**src/design/modexp_pkg.sv**
```systemverilog
// Shared types and constants of the modular exponentiation block.
// No dependencies; imported by every module and interface of the block.
package modexp_pkg;

   // Fixed field and register widths.
   localparam int DATA_W            = 32;
   localparam int CSR_ADDR_W        = 3;
   localparam int OPERAND_WIDTH_DEF = 32;

   // Register indexes, taken from the word address.
   localparam logic REG_MODULUS  = 1'b0;
   localparam logic REG_EXPONENT = 1'b1;

   // Controller states.
   typedef enum logic [2:0] {
      ST_IDLE,
      ST_REDUCE,
      ST_WAIT_REDUCE,
      ST_CHECK,
      ST_WAIT_ACC,
      ST_WAIT_SQ,
      ST_DONE
   } state_type;

   // Datapath operations.
   typedef enum logic [2:0] {
      OP_NONE,
      OP_LOAD,
      OP_REDUCE,
      OP_ACC,
      OP_SQUARE,
      OP_SHIFT
   } op_type;

   // Command from the controller to the datapath.
   typedef struct packed {
      op_type op;
      logic   out_load;
   } cmd_type;

   // Status from the datapath to the controller.
   typedef struct packed {
      logic mul_done;
      logic e_lsb;
      logic last_bit;
      logic m_zero;
   } status_type;

endpackage

```
**src/design/modexp_if.sv**
```systemverilog
// Valid/ready channel interfaces for the base word in and the result word out.
// Depends on modexp_pkg for the field width.
interface modexp_req_if;
   import modexp_pkg::*;

   logic              valid;
   logic              ready;
   logic [DATA_W-1:0] base_value;

   modport source (output valid, output base_value, input ready);
   modport sink   (input valid, input base_value, output ready);
endinterface

interface modexp_rsp_if;
   import modexp_pkg::*;

   logic              valid;
   logic              ready;
   logic [DATA_W-1:0] power_result;

   modport source (output valid, output power_result, input ready);
   modport sink   (input valid, input power_result, output ready);
endinterface

```
**src/design/modular_exponentiation.sv**
```systemverilog
// One word is worked on at a time; the bit-serial modular multiplier
// handles one multiplier bit per cycle.
// A new word is taken while a finished result still waits in the output register.
// Reset (synchronous, active high) idles the controller, empties the output register and
// sets modulus and exponent to 1.
module modular_exponentiation #(
   parameter int OPERAND_WIDTH = modexp_pkg::OPERAND_WIDTH_DEF
) (
   input  logic                              clock,
   input  logic                              reset,
   modexp_req_if.sink                        req_chan,
   modexp_rsp_if.source                      rsp_chan,
   input  logic                              csr_psel,
   input  logic                              csr_penable,
   input  logic                              csr_pwrite,
   input  logic [modexp_pkg::CSR_ADDR_W-1:0] csr_paddr,
   input  logic [modexp_pkg::DATA_W-1:0]     csr_pwdata,
   output logic [modexp_pkg::DATA_W-1:0]     csr_prdata,
   output logic                              csr_pready
);
   import modexp_pkg::*;

   logic [DATA_W-1:0] modulus_ff, modulus_in;
   logic [DATA_W-1:0] exponent_ff, exponent_in;
   logic              rsp_valid_ff, rsp_valid_in;
   logic [DATA_W-1:0] rsp_data_ff, rsp_data_in;

   logic              csr_write;
   logic              reg_index;
   logic              out_free;
   cmd_type           cmd;
   status_type        status;
   logic [DATA_W-1:0] power_result;

   // Decode register writes on the access cycle.
   assign csr_pready = 1'b1;
   assign csr_write  = csr_psel && csr_penable && csr_pwrite;
   assign reg_index  = csr_paddr[2];

   always_comb begin
      modulus_in  = modulus_ff;
      exponent_in = exponent_ff;
      if (csr_write) begin
         unique case (reg_index)
            REG_MODULUS:  modulus_in  = csr_pwdata;
            REG_EXPONENT: exponent_in = csr_pwdata;
            default:      modulus_in  = modulus_ff;
         endcase
      end
   end

   // Return the addressed register on reads.
   always_comb begin
      unique case (reg_index)
         REG_MODULUS:  csr_prdata = modulus_ff;
         REG_EXPONENT: csr_prdata = exponent_ff;
         default:      csr_prdata = '0;
      endcase
   end

   // Hold the result word until the sink takes it.
   assign out_free = !rsp_valid_ff || rsp_chan.ready;

   always_comb begin
      rsp_valid_in = rsp_valid_ff;
      rsp_data_in  = rsp_data_ff;
      if (rsp_chan.ready) rsp_valid_in = 1'b0;
      if (cmd.out_load) begin
         rsp_valid_in = 1'b1;
         rsp_data_in  = power_result;
      end
   end

   always_ff @(posedge clock) begin
      if (reset) begin
         modulus_ff   <= DATA_W'(1);
         exponent_ff  <= DATA_W'(1);
         rsp_valid_ff <= 1'b0;
      end else begin
         modulus_ff   <= modulus_in;
         exponent_ff  <= exponent_in;
         rsp_valid_ff <= rsp_valid_in;
      end
      rsp_data_ff <= rsp_data_in;
   end

   assign rsp_chan.valid        = rsp_valid_ff;
   assign rsp_chan.power_result = rsp_data_ff;

   modexp_ctrl u_ctrl (
      .clock     (clock),
      .reset     (reset),
      .req_valid (req_chan.valid),
      .req_ready (req_chan.ready),
      .out_free  (out_free),
      .status    (status),
      .cmd       (cmd)
   );

   modexp_dp #(
      .OPERAND_WIDTH(OPERAND_WIDTH)
   ) u_dp (
      .clock        (clock),
      .reset        (reset),
      .cmd          (cmd),
      .base_value   (req_chan.base_value),
      .modulus      (modulus_ff),
      .exponent     (exponent_ff),
      .status       (status),
      .power_result (power_result)
   );

endmodule

```
**src/design/modexp_mulmod.sv**
```systemverilog
// Bit-serial modular multiplier: result = x * y mod m, one bit of x per cycle.
// Depends on modexp_pkg; y must be below m, x may be any value.
module modexp_mulmod #(
   parameter int OPERAND_WIDTH = modexp_pkg::OPERAND_WIDTH_DEF
) (
   input  logic                     clock,
   input  logic                     reset,
   input  logic                     start,
   input  logic [OPERAND_WIDTH-1:0] x,
   input  logic [OPERAND_WIDTH-1:0] y,
   input  logic [OPERAND_WIDTH-1:0] m,
   output logic                     done,
   output logic [OPERAND_WIDTH-1:0] result
);
   import modexp_pkg::*;

   localparam int W     = OPERAND_WIDTH;
   localparam int CNT_W = $clog2(W + 1);

   logic [W-1:0]     r_ff, r_in;
   logic [W-1:0]     x_ff, x_in;
   logic [W-1:0]     y_ff, y_in;
   logic [CNT_W-1:0] cnt_ff, cnt_in;
   logic             busy_ff, busy_in;
   logic             done_ff, done_in;

   logic [W:0] dbl;
   logic [W:0] dbl_red;
   logic [W:0] sum;
   logic [W:0] sum_red;

   // Double, reduce, conditionally add y, reduce again.
   always_comb begin
      dbl     = {r_ff, 1'b0};
      dbl_red = (dbl >= {1'b0, m}) ? dbl - {1'b0, m} : dbl;
      sum     = x_ff[W-1] ? dbl_red + {1'b0, y_ff} : dbl_red;
      sum_red = (sum >= {1'b0, m}) ? sum - {1'b0, m} : sum;
   end

   // Sequence the steps, most significant bit of x first.
   always_comb begin
      r_in    = r_ff;
      x_in    = x_ff;
      y_in    = y_ff;
      cnt_in  = cnt_ff;
      busy_in = busy_ff;
      done_in = 1'b0;
      if (start) begin
         r_in    = '0;
         x_in    = x;
         y_in    = y;
         cnt_in  = CNT_W'(W);
         busy_in = 1'b1;
      end else if (busy_ff) begin
         r_in   = sum_red[W-1:0];
         x_in   = {x_ff[W-2:0], 1'b0};
         cnt_in = cnt_ff - CNT_W'(1);
         if (cnt_ff == CNT_W'(1)) begin
            busy_in = 1'b0;
            done_in = 1'b1;
         end
      end
   end

   // Hold control state under reset; operands need none.
   always_ff @(posedge clock) begin
      if (reset) begin
         cnt_ff  <= '0;
         busy_ff <= 1'b0;
         done_ff <= 1'b0;
      end else begin
         cnt_ff  <= cnt_in;
         busy_ff <= busy_in;
         done_ff <= done_in;
      end
      r_ff <= r_in;
      x_ff <= x_in;
      y_ff <= y_in;
   end

   assign done   = done_ff;
   assign result = r_ff;

endmodule

```
**src/design/modexp_dp.sv**
```systemverilog
// Datapath: operand registers, exponent shifter and the shared modular multiplier.
// Depends on modexp_pkg and modexp_mulmod; driven by commands from modexp_ctrl.
module modexp_dp #(
   parameter int OPERAND_WIDTH = modexp_pkg::OPERAND_WIDTH_DEF
) (
   input  logic                          clock,
   input  logic                          reset,
   input  modexp_pkg::cmd_type           cmd,
   input  logic [modexp_pkg::DATA_W-1:0] base_value,
   input  logic [modexp_pkg::DATA_W-1:0] modulus,
   input  logic [modexp_pkg::DATA_W-1:0] exponent,
   output modexp_pkg::status_type        status,
   output logic [modexp_pkg::DATA_W-1:0] power_result
);
   import modexp_pkg::*;

   localparam int W     = OPERAND_WIDTH;
   localparam int CNT_W = $clog2(W + 1);

   logic [W-1:0]     m_ff, m_in;
   logic [W-1:0]     e_ff, e_in;
   logic [W-1:0]     base_ff, base_in;
   logic [W-1:0]     acc_ff, acc_in;
   logic [W-1:0]     sq_ff, sq_in;
   logic [CNT_W-1:0] bits_ff, bits_in;
   op_type           dest_ff, dest_in;

   logic         mul_start;
   logic [W-1:0] mul_x;
   logic [W-1:0] mul_y;
   logic         mul_done;
   logic [W-1:0] mul_result;

   // Pick multiplier operands for the issued operation.
   always_comb begin
      mul_start = 1'b0;
      mul_x     = sq_ff;
      mul_y     = sq_ff;
      case (cmd.op)
         OP_REDUCE: begin
            mul_start = 1'b1;
            mul_x     = base_ff;
            mul_y     = acc_ff;
         end
         OP_ACC: begin
            mul_start = 1'b1;
            mul_x     = acc_ff;
            mul_y     = sq_ff;
         end
         OP_SQUARE: begin
            mul_start = 1'b1;
         end
         default: begin
            mul_start = 1'b0;
         end
      endcase
   end

   modexp_mulmod #(
      .OPERAND_WIDTH(OPERAND_WIDTH)
   ) u_mulmod (
      .clock  (clock),
      .reset  (reset),
      .start  (mul_start),
      .x      (mul_x),
      .y      (mul_y),
      .m      (m_ff),
      .done   (mul_done),
      .result (mul_result)
   );

   // Load operands, write products back, advance the exponent.
   always_comb begin
      m_in    = m_ff;
      e_in    = e_ff;
      base_in = base_ff;
      acc_in  = acc_ff;
      sq_in   = sq_ff;
      bits_in = bits_ff;
      dest_in = dest_ff;
      if (mul_done) begin
         case (dest_ff)
            OP_ACC:  acc_in = mul_result;
            default: sq_in  = mul_result;
         endcase
      end
      if (mul_start) begin
         dest_in = cmd.op;
      end
      case (cmd.op)
         OP_LOAD: begin
            m_in    = modulus[W-1:0];
            e_in    = exponent[W-1:0];
            base_in = base_value[W-1:0];
            // Running product starts at 1 mod m.
            acc_in  = (modulus[W-1:0] == W'(1)) ? '0 : W'(1);
            bits_in = CNT_W'(W);
         end
         OP_SHIFT: begin
            e_in    = e_ff >> 1;
            bits_in = bits_ff - CNT_W'(1);
         end
         default: begin
            bits_in = bits_ff;
         end
      endcase
   end

   always_ff @(posedge clock) begin
      if (reset) begin
         dest_ff <= OP_NONE;
      end else begin
         dest_ff <= dest_in;
      end
      m_ff    <= m_in;
      e_ff    <= e_in;
      base_ff <= base_in;
      acc_ff  <= acc_in;
      sq_ff   <= sq_in;
      bits_ff <= bits_in;
   end

   assign status.mul_done = mul_done;
   assign status.e_lsb    = e_ff[0];
   assign status.last_bit = (bits_ff == CNT_W'(1));
   assign status.m_zero   = (m_ff == '0);

   // A zero modulus answers with zero.
   assign power_result = status.m_zero ? '0 : DATA_W'(acc_ff);

endmodule

```
**src/design/modexp_ctrl.sv**
```systemverilog
// Controller: sequences base reduction and square-and-multiply over the exponent.
// Depends on modexp_pkg; issues commands to modexp_dp and reads its status.
module modexp_ctrl (
   input  logic                   clock,
   input  logic                   reset,
   input  logic                   req_valid,
   output logic                   req_ready,
   input  logic                   out_free,
   input  modexp_pkg::status_type status,
   output modexp_pkg::cmd_type    cmd
);
   import modexp_pkg::*;

   state_type state_ff, state_in;

   // Next state.
   always_comb begin
      state_in = state_ff;
      unique case (state_ff)
         ST_IDLE:        if (req_valid) state_in = ST_REDUCE;
         ST_REDUCE:      state_in = status.m_zero ? ST_DONE : ST_WAIT_REDUCE;
         ST_WAIT_REDUCE: if (status.mul_done) state_in = ST_CHECK;
         ST_CHECK:       state_in = status.e_lsb ? ST_WAIT_ACC : ST_WAIT_SQ;
         ST_WAIT_ACC:    if (status.mul_done) state_in = ST_WAIT_SQ;
         ST_WAIT_SQ: begin
            if (status.mul_done) begin
               state_in = status.last_bit ? ST_DONE : ST_CHECK;
            end
         end
         ST_DONE:        if (out_free) state_in = ST_IDLE;
         default:        state_in = ST_IDLE;
      endcase
   end

   // Outputs.
   always_comb begin
      req_ready    = 1'b0;
      cmd.op       = OP_NONE;
      cmd.out_load = 1'b0;
      unique case (state_ff)
         ST_IDLE: begin
            req_ready = 1'b1;
            if (req_valid) cmd.op = OP_LOAD;
         end
         ST_REDUCE: begin
            if (!status.m_zero) cmd.op = OP_REDUCE;
         end
         ST_WAIT_REDUCE: begin
            cmd.op = OP_NONE;
         end
         ST_CHECK: begin
            cmd.op = status.e_lsb ? OP_ACC : OP_SQUARE;
         end
         ST_WAIT_ACC: begin
            if (status.mul_done) cmd.op = OP_SQUARE;
         end
         ST_WAIT_SQ: begin
            if (status.mul_done) cmd.op = OP_SHIFT;
         end
         ST_DONE: begin
            cmd.out_load = out_free;
         end
         default: begin
            cmd.op = OP_NONE;
         end
      endcase
   end

   always_ff @(posedge clock) begin
      if (reset) begin
         state_ff <= ST_IDLE;
      end else begin
         state_ff <= state_in;
      end
   end

endmodule

```
**src/flat_wrapper.sv**
```systemverilog
// flat-port wrapper written by rule: the top's interface ports become plain ports
module modular_exponentiation_flat import modexp_pkg::*;
#(
   parameter int OPERAND_WIDTH = modexp_pkg::OPERAND_WIDTH_DEF
)
  (clock, reset, csr_psel, csr_penable, csr_pwrite, csr_paddr, csr_pwdata, csr_prdata, csr_pready, req_chan_valid, req_chan_base_value, req_chan_ready, rsp_chan_valid, rsp_chan_power_result, rsp_chan_ready);
  modexp_req_if req_chan_i ();
  modexp_rsp_if rsp_chan_i ();
  input  logic clock;
  input  logic reset;
  input  logic csr_psel;
  input  logic csr_penable;
  input  logic csr_pwrite;
  input  logic [modexp_pkg::CSR_ADDR_W-1:0] csr_paddr;
  input  logic [modexp_pkg::DATA_W-1:0] csr_pwdata;
  output logic [modexp_pkg::DATA_W-1:0] csr_prdata;
  output logic csr_pready;
  input wire logic [$bits(req_chan_i.valid)-1:0] req_chan_valid;
  input wire logic [$bits(req_chan_i.base_value)-1:0] req_chan_base_value;
  output wire logic [$bits(req_chan_i.ready)-1:0] req_chan_ready;
  output wire logic [$bits(rsp_chan_i.valid)-1:0] rsp_chan_valid;
  output wire logic [$bits(rsp_chan_i.power_result)-1:0] rsp_chan_power_result;
  input wire logic [$bits(rsp_chan_i.ready)-1:0] rsp_chan_ready;
  assign req_chan_i.valid = req_chan_valid;
  assign req_chan_i.base_value = req_chan_base_value;
  assign req_chan_ready = req_chan_i.ready;
  assign rsp_chan_valid = rsp_chan_i.valid;
  assign rsp_chan_power_result = rsp_chan_i.power_result;
  assign rsp_chan_i.ready = rsp_chan_ready;
  modular_exponentiation #(.OPERAND_WIDTH(OPERAND_WIDTH)) u_core (.clock(clock), .reset(reset), .req_chan(req_chan_i), .rsp_chan(rsp_chan_i), .csr_psel(csr_psel), .csr_penable(csr_penable), .csr_pwrite(csr_pwrite), .csr_paddr(csr_paddr), .csr_pwdata(csr_pwdata), .csr_prdata(csr_prdata), .csr_pready(csr_pready));
endmodule
```
**config.mk**
```make
export PLATFORM = sky130hd
export DESIGN_NAME = modular_exponentiation_flat
export DESIGN_NICKNAME = d
export VERILOG_FILES = /design/src/design/modexp_pkg.sv /design/src/design/modexp_if.sv /design/src/design/modular_exponentiation.sv /design/src/design/modexp_mulmod.sv /design/src/design/modexp_dp.sv /design/src/design/modexp_ctrl.sv /design/src/flat_wrapper.sv
export SDC_FILE = /design/constraint.sdc
export NUM_CORES = 1
export LEC_CHECK = 0
export BUFFER_PORTS_ARGS = -buffer_cell sky130_fd_sc_hd__buf_2
export CORE_ASPECT_RATIO = 0.9
export CORE_MARGIN = 2
export CORE_UTILIZATION = 46
export CTS_CLUSTER_DIAMETER = 100
export DETAILED_ROUTE_END_ITERATION = 16
export PLACE_DENSITY = 0.65
export SLEW_MARGIN = 15
export SYNTH_ARGS = -nofsm -noshare
export SYNTH_HDL_FRONTEND = slang
export SYNTH_SLANG_ARGS = --single-unit
```
**constraint.sdc**
```tcl
create_clock -name clock -period 8 [get_ports clock]
set_input_delay 0.8 -clock clock [delete_from_list [all_inputs] [get_ports clock]]
set_output_delay 0.8 -clock clock [all_outputs]
set_load 0.01 [all_outputs]
```
# Word-level counts from Yosys, hierarchy flattened
# Cells that the tools add are included.
[word_totals]
ff_bits = 373
in_bits = 74
[classes]
n_addsub = 5
n_reduce_logical = 19
n_lt_le_gt_ge = 2
eq_ne = 20
bitwise = 3
mux = 40
[op_table]
columns = ["op", "count"]
rows = [
  ["$mux 32", 7],
  ["$pmux 32 s2", 3],
  ["$ge 33x32->1", 2],
  ["$mux 33", 2],
  ["$add 33x32->33", 1],
  ["$sub 33x32->33", 1],
  ["$eq 32x1->1 const B", 1],
  ["$logic_not 32->1", 1],
  ["$sub 32x32->32", 1],
  ["$mux 3", 10],
  ["$pmux 3 s7", 1],
  ["$eq 3x2->1 const B", 5],
  ["$eq 3x3->1 const B", 5],
  ["$pmux 3 s5", 1],
  ["$eq 6x1->1 const B", 2],
  ["$mux 1", 12],
  ["$mux 6", 2],
  ["$pmux 6 s2", 1],
  ["$sub 6x1->6 const B", 2],
  ["$ne 2x2->1 const B", 5],
  ["$reduce_bool 2->1", 5],
  ["$reduce_and 2->1", 4],
  ["$eq 3x1->1 const B", 2],
  ["$reduce_or 3->1", 2],
  ["other kinds (8)", 11],
]

# Logic depth before layout (Yosys ltp)
# Gate-level depths: netlist of the first run.
[depth]
ltp_word = 7
depth_mapped = 35
depth_no_buf = 31

# Hierarchy
# From an unflattened synthesis of the first run, not the netlist that was laid out.
[hier_totals]
hier_cells = 2031
hier_area_um2 = 22140.0
[by_module_without_submodules]
columns = ["module", "instances", "area_per_inst_um2", "cells_each", "seq_area_each_um2"]
rows = [
  ["modexp_mulmod", 1, 10319.9, 1193, 2722.6],
  ["modexp_dp", 1, 7493.4, 483, 5044.8],
  ["modular_exponentiation", 1, 4042.6, 319, 2262.2],
  ["modexp_ctrl", 1, 284.0, 36, 60.1],
]

# Worst setup path after synthesis of the first run
# No wires, ideal clock.
[synth_timing]
path_type = "reg-to-reg"
start = "reg u_core.u_dp.m_ff[12]"
end = "reg u_core.u_dp.u_mulmod.r_ff[2] (netlist: u_core.u_dp.u_mulmod.result[2])"
required_time_ps = 7938
n_path_buf = 4
path_slack_ps = 1112
t_arrival_ps = 6825
stages_incl_launch_ff = 30
period_less_slack_ps = 6888
setup_ps = 62
cell_sequence = "edfxtp_1 > inv_1 > ha_1 > buf_2 > a21oi_1 > o21ai_1 > a311o_1 > a32oi_2 > a31o_2 > clkbuf_1 > clkbuf_1 > o21ai_0 > ha_1 > nor2b_1 > o31a_1 > o21a_1 > a31o_2 > a21bo_2 > a311oi_1 > xnor2_1 > mux2_2 > ha_1 > nand4_1 > o41ai_1 > o2111ai_1 > a21bo_2 > and4_4 > buf_6 > or4_1 > nand3_1"
[synth_via]
elab_chain_len = 6
[synth_lines]
columns = ["item", "line", "source"]
rows = [
  ["from (decl)", "modexp_dp.sv:20", "logic [W-1:0] m_ff, m_in;"],
  ["from (signal assigned)", "modexp_dp.sv:115", "m_ff <= m_in;"],
  ["$sub 33x32->33 (tied with other cells)", "modexp_mulmod.sv:35", "dbl_red = (dbl >= {1'b0, m}) ? dbl - {1'b0, m} : dbl;"],
  ["$mux 33 or $mux 2 (tied branches)", "modexp_mulmod.sv:35, modexp_ctrl.sv:46", ""],
  ["$add 33x32->33 or $pmux 3 s5 (tied branches)", "modexp_mulmod.sv:36, modexp_ctrl.sv:40", ""],
  ["$mux 33 (tied with other cells)", "modexp_mulmod.sv:36", "sum = x_ff[W-1] ? dbl_red + {1'b0, y_ff} : dbl_red;"],
  ["$ge 33x32->1 (tied with other cells)", "modexp_mulmod.sv:37", "sum_red = (sum >= {1'b0, m}) ? sum - {1'b0, m} : sum;"],
  ["$mux 32 or $mux 1 (tied branches)", "modexp_mulmod.sv:37, modexp_dp.sv:39", ""],
  ["to (signal assigned)", "modexp_mulmod.sv:76", "r_ff <= r_in;"],
  ["to (decl)", "modexp_mulmod.sv:20", "logic [W-1:0] r_ff, r_in;"],
]
# Parallel ways exist; a longest one is shown, timed or not.
# A chain may end at the register's enable or synchronous reset.

# Worst setup path in the final report of the first run
[layout_timing]
start = "reg u_core.u_dp.m_ff[15]"
end = "reg u_core.u_dp.u_mulmod.r_ff[26] (netlist: u_core.u_dp.u_mulmod.result[26])"
[layout_via]
elab_chain_len = 6
[layout_lines]
columns = ["item", "line"]
rows = [
  ["$sub 33x32->33 (tied with other cells)", "modexp_mulmod.sv:35"],
  ["$mux 33 or $mux 2 (tied branches)", "modexp_mulmod.sv:35, modexp_ctrl.sv:46"],
  ["$add 33x32->33 or $pmux 3 s5 (tied branches)", "modexp_mulmod.sv:36, modexp_ctrl.sv:40"],
  ["$mux 33 (tied with other cells)", "modexp_mulmod.sv:36"],
  ["$sub 32x32->32 (tied with other cells)", "modexp_mulmod.sv:37"],
  ["$mux 32 or $mux 1 (tied branches)", "modexp_mulmod.sv:37, modexp_dp.sv:39"],
]
# Parallel ways exist; a longest one is shown, timed or not.

==> results of run 1 <==
[routing by layer]
metal  up-vias  part of all wire [%]  GRT usage, %
met2       530                    44          36.7
li1       7844                     -             -
met1      7697                    48          35.6
met4         0                   2.0          6.30
met5         -                     0             0
met3        71                   6.5          3.40
[layout make-up]
cell class / count / area, um2 / share of cell area, %
inverter: 66 / 249 / 1.04
multi-input combinational: 1481 / 10000 / 41.9
clock buffer: 50 / 1140 / 4.78
timing repair buffer: 236 / 1450 / 6.07
sequential: 373 / 10100 / 42.1
clock inverter: 24 / 214 / 0.894
tap: 600 / 751 / 3.14
[per-stage QoR]
step                worst slack (ns)  utilization [%]
finish                         0.361             54.1
CTS                            0.269             53.9
global placement               0.375             50.9
global route                  0.0123             54.1
floorplan                       1.11                -
detailed placement             0.326             50.9
[worst max-delay path: cells and delay by family, from the launching register on]
family / cells / cell delay (ns)
flops: 1 / 0.39
fa+ha+maj: 3 / 0.97
compound gates: 14 / 3.59
simple gates: 4 / 1.20
buf+inv: 4 / 0.60
xor+xnor: 1 / 0.16
mux: 2 / 0.62
[cell usage in the layout, fill, tap and decap left out, types with 25 or more instances in the layout]
| master | instances |
|---|---|
| edfxtp_1 | 262 |
| nand2_1 | 245 |
| a21oi_1 | 173 |
| buf_2 | 137 |
| mux2_2 | 119 |
| dfxtp_1 | 111 |
| nor2_1 | 110 |
| ha_1 | 100 |
| buf_4 | 97 |
| o21ai_0 | 94 |
| nor2b_1 | 69 |
| inv_1 | 65 |
| a31oi_1 | 52 |
| xnor2_1 | 46 |
| clkbuf_16 | 44 |
| xor2_1 | 38 |
| a21o_1 | 35 |
| a22oi_1 | 33 |
| mux2i_1 | 28 |
| nor3_1 | 27 |
| nor4_1 | 25 |
| nand4_1 | 25 |
[timing repair]
item	4_1_cts	5_1_grt
buffers inserted	0	2
endpoints found under the setup margin	0	32
gates resized for setup	0	5
[logic make-up (layout without fill, tap and decap cells)]
family          after synthesis  in the layout
other cells                   1              1
flops                       373            373
fa+ha+maj                   103            103
compound gates              518            518
mux                         147            147
buf+inv                     165            376
xor+xnor                     84             84
simple gates                627            628
[path summary, 6_finish.rpt]
path / startpoint / end / slack, ns / depth (start not counted)
max reg2reg: u_core.u_dp.m_ff[15] / u_core.u_dp.u_mulmod.result[26] / 0.36 / 28
max: u_core.u_dp.m_ff[15] / u_core.u_dp.u_mulmod.result[26] / 0.36 / 28
min reg2reg: u_core.exponent_ff[28] / u_core.exponent_ff[28] / 0.46 / 2
min: req_chan_base_value[29] / u_core.u_dp.base_ff[29] / 0.41 / 1
==> key figures, run 1 <==
Logic synthesis
  – Yosys top cell area share: a little under two fifths
  – Combinational family with the most area after synthesis: compound AO/OA/AOI/OAI gates
  – Ys async rst share: 0%
  – Synth cell types: 81
  – Cell count after synthesis: 2,018
  – Synth warnings: 0
  – Post-synth EDFFs: 262
  – #FFs+latches synth: 373
  – Synth top cells by count: edfxtp_1, nand2_1, a21oi_1
  – Post-synthesis net count: around 2,200
  – Synth area leaders: edfxtp_1, dfxtp_1, mux2_2
  – Syn Std Cell Area: a little over 20,000 um2
  – Top FF cell, synth: edfxtp_1
  – Most numerous cell in the Yosys netlist: edfxtp_1
  – Mean Syn Cell Area: 10.3 um2
  – Mux contribution to synthesized area: 7.83%
  – Area leader, netlist: edfxtp_1
  – Register area share after synthesis: 48.7%
  – Adder-Cell Fraction of Synth Area: 6.33%
  – Compound-Gate Fraction of Synth Area: 15.8%
  – Synth Area in XOR/XNOR: roughly 3.6%
  – Post-synthesis simple-gate area fraction: between 10% and 20%

STA
  – Final setup TNS: 0 ns
  – # setup viols final: 0
  – Final period utilization: between 90% and 100%
  – Worst rel slew slack: about a quarter
  – Worst slew pin tran: 1.10 ns
  – Fmax: 131 MHz
  – RSZ-0062 raised after global routing: false
  – Min Tclk post-route: 7.64 ns
  – Max-slew violation count: 0
  – Final Hold Fails: 0
  – WHS: 0.413 ns
  – Clock skew: 0.0286 ns

Finish
  – Finished Cell Area: 23,900 um2
  – Area Growth Syn to Fin: 15.7%
  – # nets final: around 2,400
  – Share of cells above drive strength 1: between 20% and 30%
  – Non-Filler Instances: 2,830
  – Fill cells: 3,935
  – Antenna cells: 0

Floorplanning
  – Row count: between 70 and 80
  – Die span in y: 205 um
  – IO Pins: 141
  – Core area: roughly 44,000 um2
  – Starting density of the core: 46.7%
  – Die X-Extent: 228 um
  – Die area: 46,700 um2

CTS
  – CTS buffer count: 41
  – TritonCTS clock tree: yes
  – Worst-skew pair later-pin latency: about 0.58 ns
  – Clock buffer depth: 3
  – Hold buffers post-CTS: 0
  – H-tree levels: 2
  – Clk slew on worst S/H paths: 0.06 ns
  – CTS Root Cell: clkbuf_16
  – Num Clock Sinks: about 370

GRT
  – GRT Util Overall: 24.0%
  – Grt ovf: 0
  – Largest net degree at the start of global routing: 80
  – First-pass GRT wire length: roughly 87,000 um
  – Initial antenna violation count: 0
  – Vias in the first global route: 15,482

Detailed routing
  – Avg Vias per Cell: 5.70
  – Detailed Route WL: about 56,000 um
  – First-pass iteration count of the detailed router: 5
  – DRC errors left: 0
  – Initial DRC count: around 1,000
  – Vias: 16,142
  – Antenna-violating nets left: 0
  – Wire length per cell: 19.8 um

Setup path
  – Most frequent CP cell: ha_1
  – CP Max Fanout: 17
  – Required time of the critical path: 8.49 ns
  – WS Path Type: reg2reg
  – Critical path endpoint category: flop
  – Startpoint Class: flop
  – Worst path arrival time: approximately 8.1 ns
  – Slowest CP cell: or3_1
  – CP peak stage delay: 0.47 ns

Flow run
  – Total of max-cap violations: 0

Place
  – # port buffers: 137
  – Routability cong.: roughly 0.95
  – Placed inst area: 22,500 um2
  – Placed insts: around 2,800
  – Hpwl dp: about 41,000 um

Hold path
  – Hold Path Class: in2reg

Run status
  – Outcome: finished, final reports clean
Power of run 1 is left out: the tool's default activity adds up to more than one toggle a clock period on the data nets, which glitch-free logic cannot reach.
==> run 2: changes to the inputs <==
--- a/config.mk
+++ b/config.mk
@@ -5,10 +5,12 @@
 export SDC_FILE = /design/constraint.sdc
 export NUM_CORES = 1
 export LEC_CHECK = 0
+export ABC_AREA = 1
 export BUFFER_PORTS_ARGS = -buffer_cell sky130_fd_sc_hd__buf_2
 export CORE_ASPECT_RATIO = 0.9
 export CORE_MARGIN = 2
 export CORE_UTILIZATION = 46
+export CTS_BUF_LIST = sky130_fd_sc_hd__clkbuf_16
 export CTS_CLUSTER_DIAMETER = 100
 export DETAILED_ROUTE_END_ITERATION = 16
 export PLACE_DENSITY = 0.65
==> constraint.sdc (replaced) <==
create_clock -name clock -period 9 [get_ports clock]
set_input_delay 0.9 -clock clock [delete_from_list [all_inputs] [get_ports clock]]
set_output_delay 0.9 -clock clock [all_outputs]
set_load 0.01 [all_outputs]
==> run 2 against run 1 <==
Compared with the run above: highest routed layer unchanged; sequential share of layout area down 2.0 points; critical path depth increased by 13; global-route usage grew 3.2 points; register-to-register slack gained 1.2 ns; non-clock buffer count is 87 lower; setup slack better by 1.2 ns; die area up 9.5%; area after synthesis grew 9.7%.
==> key figures, run 2 <==
Logic synthesis
  – #FFs+latches synth: 373 (unchanged)
  – Synth top cells by count: nand2_1, inv_1, nor2_1
  – Synth area leaders: edfxtp_1, nand2_1, dfxtp_1
  – Area leader, netlist: edfxtp_1
  – Most numerous cell in the Yosys netlist: nand2_1
  – Ys async rst share: 0% (unchanged)
  – Top FF cell, synth: edfxtp_1
  – Syn Std Cell Area: 22,700 um2 (+9.7%)
  – Yosys top cell area share: 34.7% (-3.4 points)
  – Synth cell types: 53 (-35%)
  – Post-synth EDFFs: 262 (unchanged)
  – Cell count after synthesis: 2,998 (+49%)
  – Mean Syn Cell Area: 7.57 um2 (-26%)
  – Register area share after synthesis: 44.4% (-4.3 points)
  – Post-synthesis net count: 3,175 (+45%)
  – Synth warnings: 0 (unchanged)

Setup path
  – CP bufs+invs: 7 (+3)
  – Startpoint Class: flop
  – Most frequent CP cell: nand2_1
  – CP peak stage delay: 0.50 ns (+0.03 ns)
  – Slowest CP cell: inv_2
  – Cell class contributing the biggest share of worst-path delay: simple AND/OR/NAND/NOR gates
  – WS Path Type: reg2reg
  – Required time of the critical path: 9.45 ns (+0.96 ns)
  – Critical path endpoint category: flop
  – CP Max Fanout: 35 (+18)
  – Worst path arrival time: 7.91 ns (-0.22 ns)

CTS
  – CTS buffer count: 40 (-2.4%)
  – CTS Root Cell: clkbuf_16
  – Worst-skew pair later-pin latency: 0.58 ns (about the same)
  – H-tree levels: 2 (unchanged)
  – Post-CTS setup buffers: 0 (unchanged)
  – Hold buffers post-CTS: 0 (unchanged)
  – Post-CTS sizing: 0 (unchanged)
  – Clock buffer depth: 3 (unchanged)
  – TritonCTS clock tree: yes
  – Clk slew on worst S/H paths: 0.06 ns (about the same)
  – Num Clock Sinks: 373 (unchanged)

STA
  – Worst rel slew slack: 23.0% (-3.5 points)
  – # setup viols final: 0 (unchanged)
  – Fmax: 134 MHz (+2.4%)
  – Max-slew violation count: 0 (unchanged)
  – Final setup TNS: 0 ns (unchanged)
  – Setup ws final: 1.54 ns (+1.18 ns)
  – Final period utilization: 82.9% (-13 points)
  – Clock skew: 0.0319 ns (+0.00333 ns)
  – Worst slew pin tran: 1.15 ns (+0.0507 ns)
  – RSZ-0062 raised after global routing: false
  – Min Tclk post-route: 7.46 ns (-0.177 ns)
  – Final Hold Fails: 0 (unchanged)
  – WHS: 0.452 ns (+0.0387 ns)

Run status
  – Outcome: finished, final reports clean

Detailed routing
  – Initial DRC count: 1,772 (+69%)
  – Avg Vias per Cell: 5.28 (-7.5%)
  – Antenna-violating nets left: 0 (unchanged)
  – DRC errors left: 0 (unchanged)
  – Detailed Route WL: 69,500 um (+24%)
  – First-pass iteration count of the detailed router: 6 (+1)
  – Vias: 19,855 (+23%)
  – Wire length per cell: 18.5 um (-6.7%)

GRT
  – First-pass GRT wire length: 107,000 um (+24%)
  – GRT Util Overall: 27.2% (+3.2 points)
  – Initial antenna violation count: 2 (+2)
  – Vias in the first global route: 18,872 (+22%)
  – Largest net degree at the start of global routing: 73 (-8.8%)
  – Grt ovf: 0 (unchanged)

Flow run
  – Total of max-cap violations: 0 (unchanged)

Floorplanning
  – Core area: 48,900 um2 (+10%)
  – Starting density of the core: 46.4% (-0.34 points)
  – IO Pins: 141 (unchanged)
  – Die span in y: 215 um (+4.6%)
  – Row count: 77 (+5.5%)
  – Die X-Extent: 238 um (+4.6%)
  – Die area: 51,200 um2 (+9.5%)

Finish
  – Commonest non-fill, non-tap cell in the layout: nand2_1
  – Most frequent cells in the layout: nand2_1, inv_1, nor2_1
  – Area of the multi-input gates: 10,600 um2 (+5.6%)
  – Fill cells: 4,782 (+22%)
  – Antenna cells: 0 (unchanged)
  – Non-Filler Instances: 3,763 (+33%)
  – Area Growth Syn to Fin: 10.6%
  – FF/Latch Area: 10,100 um2 (unchanged)
  – # nets final: 3,276 (+38%)
  – Share of cells above drive strength 1: 9.77% (-11 points)

Power
  – Reported net switching power: 5550 uW
  – LEAKAGE: roughly 0.012 uW
  – Clk pwr share: between 10% and 20%
  – Power per cell area: 432 nW/um2
  – Internal power: 5290 uW
  – Max IR drop VDD: 0.235 mV
  – Logic gate share of total power: just over 60%
  – Sw Ratio: 51.2%
  – Pwr Total: between 10,000 and 15,000 uW
  – Sequential share of power: 23.2%

Place
  – Post-Place Worst Slack: 1.74 ns (+1.42 ns)
  – Hpwl dp: 54,600 um (+34%)
  – # port buffers: 137 (unchanged)
  – Routability cong.: 0.964 (+2.0%)
  – Placed insts: 3,688 (+34%)

Hold path
  – Hold Path Class: reg2reg
-- run 2: area by class of cell --
cell class | instances | share of cell area, %
clock buffers | 42 | 4.18
clock inverters | 32 | 0.702
inverters | 428 | 6.41
multi-input cells | 2107 | 42.2
flip-flops and latches | 373 | 40.2
well taps | 632 | 3.15
repair buffers | 149 | 3.14
-- run 2: final timing paths --
path                              start                              end  slack (ns)  cells past startpoint
setup / recovery   u_core.u_dp.m_ff[20]  u_core.u_dp.u_mulmod.result[25]        1.54                     41
hold / removal    u_core.modulus_ff[30]             u_core.u_dp.m_ff[30]        0.45                      0
setup reg to reg   u_core.u_dp.m_ff[20]  u_core.u_dp.u_mulmod.result[25]        1.54                     41
hold reg to reg   u_core.modulus_ff[30]             u_core.u_dp.m_ff[30]        0.45                      0
-- run 2: worst reg2reg max path: cells and delay by family (launching register included) --
kind,cells,cell delay [ns]
AND/OR/NAND/NOR,30,4.36
buffers and inverters,7,1.31
adder cells (fa/ha/maj),3,1.12
flip-flops,1,0.38
AO/OA/AOI/OAI,1,0.20
-- run 2: metal layers --
metal / up-vias / GRT usage, % / wire, um
li1: 9911 / - / -
met1: 9323 / 39.8 / 33100
met2: 529 / 41.7 / 30400
met3: 92 / 4.39 / 4280
met4: 0 / 7.33 / 1720
met5: - / 0 / 0
-- run 2: cells by family (layout without fill, tap and decap cells) --
kind of cell               count (synthesis)  in the layout  synth area share [%]
AOI/OAI and AO/OA                        406            406                  9.70
xor gates and xnor gates                  63             63                  2.43
adders and majority gates                103            103                  5.78
buffers and inverters                    518            651                  9.01
DFF                                      373            373                  44.4
other                                      1              1                0.0165
and+or+nand+nor                         1534           1534                  28.6
-- run 2: stage by stage --
| stage | cell area (um2) | utilization [%] |
|---|---|---|
| final | 25100 | 51.3 |
| after detailed placement | 23900 | 48.8 |
| after floorplan | 22700 | - |
| after global routing | 25100 | 51.3 |
| after global placement | 23900 | 48.8 |
| after CTS | 25100 | 51.3 |
-- run 2: power by group through the flow --
stage          clock network (uW)  logic (uW)  registers, uW
6_report                     1570        6760           2520
3_5_place_dp                    0        6630           2560
3_3_place_gp                    0        6580           2550
2_1_floorplan                   0        5060           2440
4_1_cts                      1600        6680           2530
5_1_grt                      1660        7580           2550
No activity file was read; power rests on OpenSTA's default activity.
